==> src/rtl/core/mm3_pkg.sv <==
// Package for the MurmurHash3 x86_32 hash core.
// Holds mixing constants, controller/datapath interface types and helpers.
// No dependencies.
package mm3_pkg;

  localparam int unsigned WordW  = 32;
  localparam int unsigned CountW = 3;

  localparam logic [WordW-1:0] MixC1 = 32'hcc9e2d51;
  localparam logic [WordW-1:0] MixC2 = 32'h1b873593;
  localparam logic [WordW-1:0] MixN  = 32'he6546b64;
  localparam logic [WordW-1:0] FinF1 = 32'h85ebca6b;
  localparam logic [WordW-1:0] FinF2 = 32'hc2b2ae35;

  localparam logic [CountW-1:0] FullBytes = 3'd4;

  // Commands from the controller to the datapath
  typedef struct packed {
    logic load;
    logic key_start;
    logic mul1;
    logic mul2;
    logic mix;
    logic fin1;
    logic fin2;
    logic emit;
  } mm3_cmd_t;

  // Status from the datapath to the controller
  typedef struct packed {
    logic last;
  } mm3_status_t;

  function automatic logic [WordW-1:0] byte_mask(input logic [CountW-1:0] nb);
    logic [WordW-1:0] m;
    unique case (nb)
      3'd0:    m = 32'h0000_0000;
      3'd1:    m = 32'h0000_00ff;
      3'd2:    m = 32'h0000_ffff;
      3'd3:    m = 32'h00ff_ffff;
      default: m = 32'hffff_ffff;
    endcase
    return m;
  endfunction

endpackage

==> src/rtl/core/murmur3_32_hash_core.sv <==
// Top level of the MurmurHash3 x86_32 hash core.
// Instantiates mm3_ctrl and mm3_datapath; uses mm3_pkg.
//
//   channel  handshake               payload
//   input    in_valid_i/in_ready_o   data_word_i, valid_bytes_i, last_word_i
//   output   out_valid_o/out_ready_i hash_value_o
//   config   cfg_we_i                cfg_wdata_i (seed)
//
// A word that is not last passes through accept, two multiplier steps and mix.
// A last word adds two finalisation multiplier steps and the output state, which
// waits for the output register to free; each multiplier step is its own state.
// A finished hash waits in the output register while the next key's words
// are accepted. Reset clears the seed, the controller and the output valid.
module murmur3_32_hash_core
  import mm3_pkg::*;
(
  input  logic              clk_i,
  input  logic              rst_ni,
  input  logic              cfg_we_i,
  input  logic [WordW-1:0]  cfg_wdata_i,
  input  logic              in_valid_i,
  output logic              in_ready_o,
  input  logic [WordW-1:0]  data_word_i,
  input  logic [CountW-1:0] valid_bytes_i,
  input  logic              last_word_i,
  output logic              out_valid_o,
  input  logic              out_ready_i,
  output logic [WordW-1:0]  hash_value_o
);

  mm3_cmd_t    cmd;
  mm3_status_t status;

  mm3_ctrl u_ctrl (
    .clk_i       (clk_i),
    .rst_ni      (rst_ni),
    .in_valid_i  (in_valid_i),
    .in_ready_o  (in_ready_o),
    .out_valid_o (out_valid_o),
    .out_ready_i (out_ready_i),
    .status_i    (status),
    .cmd_o       (cmd)
  );

  mm3_datapath u_datapath (
    .clk_i         (clk_i),
    .rst_ni        (rst_ni),
    .cfg_we_i      (cfg_we_i),
    .cfg_wdata_i   (cfg_wdata_i),
    .data_word_i   (data_word_i),
    .valid_bytes_i (valid_bytes_i),
    .last_word_i   (last_word_i),
    .cmd_i         (cmd),
    .status_o      (status),
    .hash_value_o  (hash_value_o)
  );

endmodule

==> src/rtl/core/mm3_datapath.sv <==
// Datapath of the MurmurHash3 core: seed register, running hash, byte count,
// four 32x32 multiplies into a work register and the result register. Uses mm3_pkg.
module mm3_datapath
  import mm3_pkg::*;
(
  input  logic              clk_i,
  input  logic              rst_ni,
  input  logic              cfg_we_i,
  input  logic [WordW-1:0]  cfg_wdata_i,
  input  logic [WordW-1:0]  data_word_i,
  input  logic [CountW-1:0] valid_bytes_i,
  input  logic              last_word_i,
  input  mm3_cmd_t          cmd_i,
  output mm3_status_t       status_o,
  output logic [WordW-1:0]  hash_value_o
);

  logic [WordW-1:0]  seed_q;
  logic [WordW-1:0]  work_q, work_d;
  logic [WordW-1:0]  hash_q, hash_d;
  logic [WordW-1:0]  total_q, total_d;
  logic [WordW-1:0]  out_q, out_d;
  logic [CountW-1:0] nb_q, nb_d;
  logic              last_q, last_d;

  logic [CountW-1:0] nb_in;
  logic [WordW-1:0]  rot15, rot13, hx, fin_in, fin_a, fin_b;

  always_comb begin
    if (!last_word_i || (valid_bytes_i > FullBytes)) begin
      nb_in = FullBytes;
    end else begin
      nb_in = valid_bytes_i;
    end
  end

  assign rot15  = {work_q[WordW-16:0], work_q[WordW-1:WordW-15]};
  assign hx     = hash_q ^ work_q;
  assign rot13  = {hx[WordW-14:0], hx[WordW-1:WordW-13]};
  assign fin_in = hash_q ^ total_q;
  assign fin_a  = fin_in ^ (fin_in >> 16);
  assign fin_b  = work_q ^ (work_q >> 13);

  always_comb begin
    work_d  = work_q;
    hash_d  = hash_q;
    total_d = total_q;
    out_d   = out_q;
    nb_d    = nb_q;
    last_d  = last_q;
    priority if (cmd_i.load) begin
      work_d = data_word_i & byte_mask(nb_in);
      nb_d   = nb_in;
      last_d = last_word_i;
      if (cmd_i.key_start) begin
        hash_d  = seed_q;
        total_d = '0;
      end
    end else if (cmd_i.mul1) begin
      work_d = work_q * MixC1;
    end else if (cmd_i.mul2) begin
      work_d = rot15 * MixC2;
    end else if (cmd_i.mix) begin
      if (nb_q == FullBytes) begin
        hash_d = (rot13 << 2) + rot13 + MixN;
      end else begin
        hash_d = hx;
      end
      total_d = total_q + {{(WordW-CountW){1'b0}}, nb_q};
    end else if (cmd_i.fin1) begin
      work_d = fin_a * FinF1;
    end else if (cmd_i.fin2) begin
      work_d = fin_b * FinF2;
    end else if (cmd_i.emit) begin
      out_d = work_q ^ (work_q >> 16);
    end else begin
    end
  end

  always_ff @(posedge clk_i or negedge rst_ni) begin
    if (!rst_ni) begin
      seed_q <= '0;
    end else if (cfg_we_i) begin
      seed_q <= cfg_wdata_i;
    end
  end

  always_ff @(posedge clk_i) begin
    work_q  <= work_d;
    hash_q  <= hash_d;
    total_q <= total_d;
    out_q   <= out_d;
    nb_q    <= nb_d;
    last_q  <= last_d;
  end

  assign status_o.last = last_q;
  assign hash_value_o  = out_q;

endmodule

==> src/rtl/core/mm3_ctrl.sv <==
// Controller of the MurmurHash3 core: sequences one word through the
// datapath and owns both handshakes. Uses mm3_pkg.
module mm3_ctrl
  import mm3_pkg::*;
(
  input  logic        clk_i,
  input  logic        rst_ni,
  input  logic        in_valid_i,
  output logic        in_ready_o,
  output logic        out_valid_o,
  input  logic        out_ready_i,
  input  mm3_status_t status_i,
  output mm3_cmd_t    cmd_o
);

  typedef enum logic [6:0] {
    StIdle = 7'b000_0001,
    StMul1 = 7'b000_0010,
    StMul2 = 7'b000_0100,
    StMix  = 7'b000_1000,
    StFin1 = 7'b001_0000,
    StFin2 = 7'b010_0000,
    StOut  = 7'b100_0000
  } state_e;

  state_e state_q, state_d;
  logic   out_valid_q, out_valid_d;
  logic   key_open_q, key_open_d;
  logic   accept, emit;

  assign in_ready_o = (state_q == StIdle);
  assign accept     = in_valid_i && in_ready_o;
  assign emit       = (state_q == StOut) && (!out_valid_q || out_ready_i);

  always_comb begin
    state_d = state_q;
    unique case (state_q)
      StIdle: if (accept) state_d = StMul1;
      StMul1: state_d = StMul2;
      StMul2: state_d = StMix;
      StMix:  state_d = status_i.last ? StFin1 : StIdle;
      StFin1: state_d = StFin2;
      StFin2: state_d = StOut;
      StOut:  if (emit) state_d = StIdle;
      default: state_d = StIdle;
    endcase
  end

  always_comb begin
    cmd_o           = '0;
    cmd_o.load      = accept;
    cmd_o.key_start = accept && !key_open_q;
    cmd_o.mul1      = (state_q == StMul1);
    cmd_o.mul2      = (state_q == StMul2);
    cmd_o.mix       = (state_q == StMix);
    cmd_o.fin1      = (state_q == StFin1);
    cmd_o.fin2      = (state_q == StFin2);
    cmd_o.emit      = emit;
  end

  always_comb begin
    out_valid_d = out_valid_q;
    if (emit) begin
      out_valid_d = 1'b1;
    end else if (out_ready_i) begin
      out_valid_d = 1'b0;
    end
    key_open_d = key_open_q;
    if (accept) begin
      key_open_d = 1'b1;
    end else if (emit) begin
      key_open_d = 1'b0;
    end
  end

  always_ff @(posedge clk_i or negedge rst_ni) begin
    if (!rst_ni) begin
      state_q     <= StIdle;
      out_valid_q <= 1'b0;
      key_open_q  <= 1'b0;
    end else begin
      state_q     <= state_d;
      out_valid_q <= out_valid_d;
      key_open_q  <= key_open_d;
    end
  end

  assign out_valid_o = out_valid_q;

endmodule
==> config.mk <==
export PLATFORM = sky130hd
export DESIGN_NAME = murmur3_32_hash_core
export DESIGN_NICKNAME = d
export VERILOG_FILES = /design/src/rtl/core/mm3_pkg.sv /design/src/rtl/core/murmur3_32_hash_core.sv /design/src/rtl/core/mm3_datapath.sv /design/src/rtl/core/mm3_ctrl.sv
export SDC_FILE = /design/constraint.sdc
export NUM_CORES = 2
export LEC_CHECK = 0
export BUFFER_PORTS_ARGS = -buffer_cell sky130_fd_sc_hd__buf_2
export CAP_MARGIN = 20
export CELL_PAD_IN_SITES_DETAIL_PLACEMENT = 1
export CELL_PAD_IN_SITES_GLOBAL_PLACEMENT = 1
export CORE_AREA = 2 2 439 441
export CTS_BUF_LIST = sky130_fd_sc_hd__clkbuf_8
export DETAILED_ROUTE_END_ITERATION = 6
export DIE_AREA = 0 0 441 443
export GPL_ROUTABILITY_DRIVEN = 0
export MAX_ROUTING_LAYER = met4
export PLACE_DENSITY_LB_ADDON = 0.1
export REMOVE_ABC_BUFFERS = 1
export SLEW_MARGIN = 20
export SYNTH_ARGS = -nofsm -noshare
export SYNTH_HDL_FRONTEND = slang
export SYNTH_SLANG_ARGS = --single-unit
==> constraint.sdc <==
create_clock -name clk_i -period 11.2 [get_ports clk_i]
set_clock_uncertainty 0.2 [all_clocks]
set_input_delay 1.12 -clock clk_i [delete_from_list [all_inputs] [get_ports clk_i]]
set_output_delay 1.12 -clock clk_i [all_outputs]
set_load 0.01 [all_outputs]
==> parameters.txt <==
Parameter                              Value

Global route
  Pin count of the biggest net entering global routing    65
  Routing usage on met1    26.7%
  Met2 usage in global routing    33.2%
  Initial antenna violation count    6
  Met3 Track Usage GR    0.684%
  Number of global-route vias before repair    34,814
  Top Usage Layer GRT    met2
  Total global-route track usage    19.6%
  Final global-route overflow total    0
  Wire length of the first global-routing pass    262 mm

Timing
  RSZ-0062 raised after global routing    false
  Worst hold margin    320 ps
  Final TNS setup    0 ps
  Slew headroom    9.52%
  Final critical-path required period    8860 ps
  Worst Tran Pin Value    1350 ps
  Fin. max-slew vios    0
  Final critical-path share of the clock period    79.1%
  Count of endpoints failing hold in the final timing report    0
  Maximum clock frequency    113 MHz
  Final setup vio count    0

Layout
  Area growth from synthesis to final layout    10.2%
  Most used cells in the layout excluding fill and tap cells    sky130_fd_sc_hd__inv_1 (1,229), sky130_fd_sc_hd__ha_1 (778), sky130_fd_sc_hd__fa_1 (732)
  Final core utilization    25.1%
  Fraction of final layout cells sized beyond drive strength 1    6.09%
  Fill cell instance count of the final layout    21,823
  Post-Layout Cell Count    7,039
  Commonest non-fill, non-tap cell in the layout    sky130_fd_sc_hd__inv_1
  Final net count    6,082

Worst setup path
  Slowest stage cell on the critical path    sky130_fd_sc_hd__fa_1
  Endpoint type of the worst setup path    flip-flop
  Element type at the critical path start    flip-flop
  WP data arrival    8970 ps
  Most common cell on crit path    sky130_fd_sc_hd__fa_1
  Max stage delay on crit path    550 ps
  Sum of buffers and inverters on the critical path    5
  Setup Crit Path Kind    flip-flop to flip-flop
  Data required, critical path    11,310 ps
  Kind of cell with the highest combined delay on the critical path    adder cells
  Largest fanout on the critical path    6

Floorplan
  Starting density of the core    22.8%
  Full die area    195,000 µm²
  Chip Width    441 µm
  I/O pin cnt    107
  Number of rows created at floorplan    161
  Area of the core    191,000 µm²
  Die Span Y    443 µm

CTS
  Number of H-tree levels    4
  Clock slew seen by the registers of the worst setup and hold paths    120 ps
  Number of buffers inserted to repair setup after CTS    0
  Count of hold-fix buffers inserted at cts    0
  PostCTS Resize Cnt    0
  Clock Root Buffer    sky130_fd_sc_hd__clkbuf_8
  Clock latency of the later-clocked register in the worst-skew pair    580 ps
  TritonCTS clock tree    yes
  Number of sinks handled by clock tree synthesis    173
  Worst-case clock buffer depth    2
  Number of clock buffers inserted by TritonCTS    17

Routing
  Post-detailed-route count of antenna-violating nets    0
  DRC errors left    0
  Total via count after detailed routing    30,117
  Routed wire length    182 mm
  1st-iter DRT viols    1,392
  Average wire length per cell after detail routing    25.8 µm
  Iteration count of the initial detailed-routing pass    5
  Ratio of routed vias to standard cells    4.28

Synth
  Prevailing post-synth register cell    sky130_fd_sc_hd__edfxtp_1
  Share of the yosys chip area belonging to registers    11.5%
  Mapped Cells    4,353
  Proportion of netlist area held by the largest area contributor    33.6%
  Async set-reset flop share out of synthesis    23.7%
  Seq cells post-synth    173
  Synth warn    0
  Synthesized area divided by synthesized cell count    10.0 µm²
  Post-synthesis instance area    43,600 µm²
  EDFF count, synth    132
  Largest cells by area after synthesis    sky130_fd_sc_hd__fa_1 (34%), sky130_fd_sc_hd__ha_1 (22%), sky130_fd_sc_hd__inv_1 (11%)
  Number of library cell types mapped by synthesis    83
  Library cell occupying the most area in the post-synthesis netlist    sky130_fd_sc_hd__fa_1

Min path
  Worst min-delay path class    flip-flop to flip-flop

Place
  Detailed-placement wirelength estimate    158 mm
  Placed Cells incl. Taps    7,006
  Count of input and output buffers    106

Run status
  Outcome    finished clean

Job
  Number of maximum-capacitance violations    0
-- registers in the layout, summed over array words and instances, names as in the netlist --
name,flops
u_ctrl.key_open_q,1
u_datapath.status_o,1
u_datapath.total_q,32
u_datapath.nb_q,3
u_ctrl.out_valid_o,1
u_datapath.seed_q,32
u_datapath.work_q,32
u_ctrl.state_q,7
u_datapath.hash_value_o,32
u_datapath.hash_q,32
-- layer usage --
| layer | vias up | part of all wire (%) |
|---|---|---|
| li1 | 13992 | - |
| met1 | 15839 | 48 |
| met2 | 236 | 50 |
| met3 | 50 | 1.1 |
| met4 | 0 | 0.90 |
| met5 | - | 0 |
-- final cells by class --
class                   count  area [µm²]  share of cell area [%]
multi-input cells        2898       33800                    70.3
flip-flops and latches    173        4990                    10.4
inverters                1232        4620                    9.63
well taps                2526        3160                    6.58
repair buffers            177        1060                    2.22
clock buffers              18         248                   0.516
clock inverters            14         151                   0.315
diodes                      1        2.50                 0.00521
-- synthesized netlist by cell type (31+ instances only) --
cell                       number
sky130_fd_sc_hd__a21o_1        65
sky130_fd_sc_hd__dfrtp_1       40
sky130_fd_sc_hd__a211oi_1      31
sky130_fd_sc_hd__inv_1       1229
sky130_fd_sc_hd__o21ai_0       97
sky130_fd_sc_hd__xor2_1       128
sky130_fd_sc_hd__mux2_2        32
sky130_fd_sc_hd__nor2_1       136
sky130_fd_sc_hd__nand2_1      127
sky130_fd_sc_hd__edfxtp_1     132
sky130_fd_sc_hd__ha_1         778
sky130_fd_sc_hd__a21oi_1      158
sky130_fd_sc_hd__xnor2_1      249
sky130_fd_sc_hd__fa_1         732
-- final timing paths --
kind                                        start                     to  slack, ps  cells past startpoint
min                         u_datapath.seed_q[28]  u_datapath.seed_q[28]        320                      1
min in group asynchronous                  rst_ni     u_ctrl.out_valid_o        420                      2
max in group asynchronous                  rst_ni  u_datapath.seed_q[13]       9900                      2
min reg2reg                 u_datapath.seed_q[28]  u_datapath.seed_q[28]        320                      1
max                        u_datapath.total_q[23]  u_datapath.work_q[25]       2340                     26
max reg2reg                u_datapath.total_q[23]  u_datapath.work_q[25]       2340                     26
-- stage by stage --
stage               setup slack (ps)  cell area [µm²]
finish                          2340            48000
global route                    1800            48000
CTS                             2290            48000
detailed placement              2340            47600
global placement                2410            47600
floorplan                       3450            43300
-- logic make-up (layout without fill, tap and decap cells) --
logic type | count (synthesis) | after routing | synth area share [%]
adder cells (fa/ha/maj) | 1510 | 1510 | 56.0
buffers and inverters | 1282 | 1441 | 11.2
AO/OA/AOI/OAI | 543 | 543 | 8.07
XOR/XNOR | 382 | 382 | 7.79
other | 0 | 1 | 0
AND/OR/NAND/NOR | 424 | 424 | 4.56
flip-flops | 173 | 173 | 11.5
multiplexers | 39 | 39 | 0.988
Power is left out: the tool's default activity adds up to more than one toggle a clock period on the data nets, which glitch-free logic cannot reach.
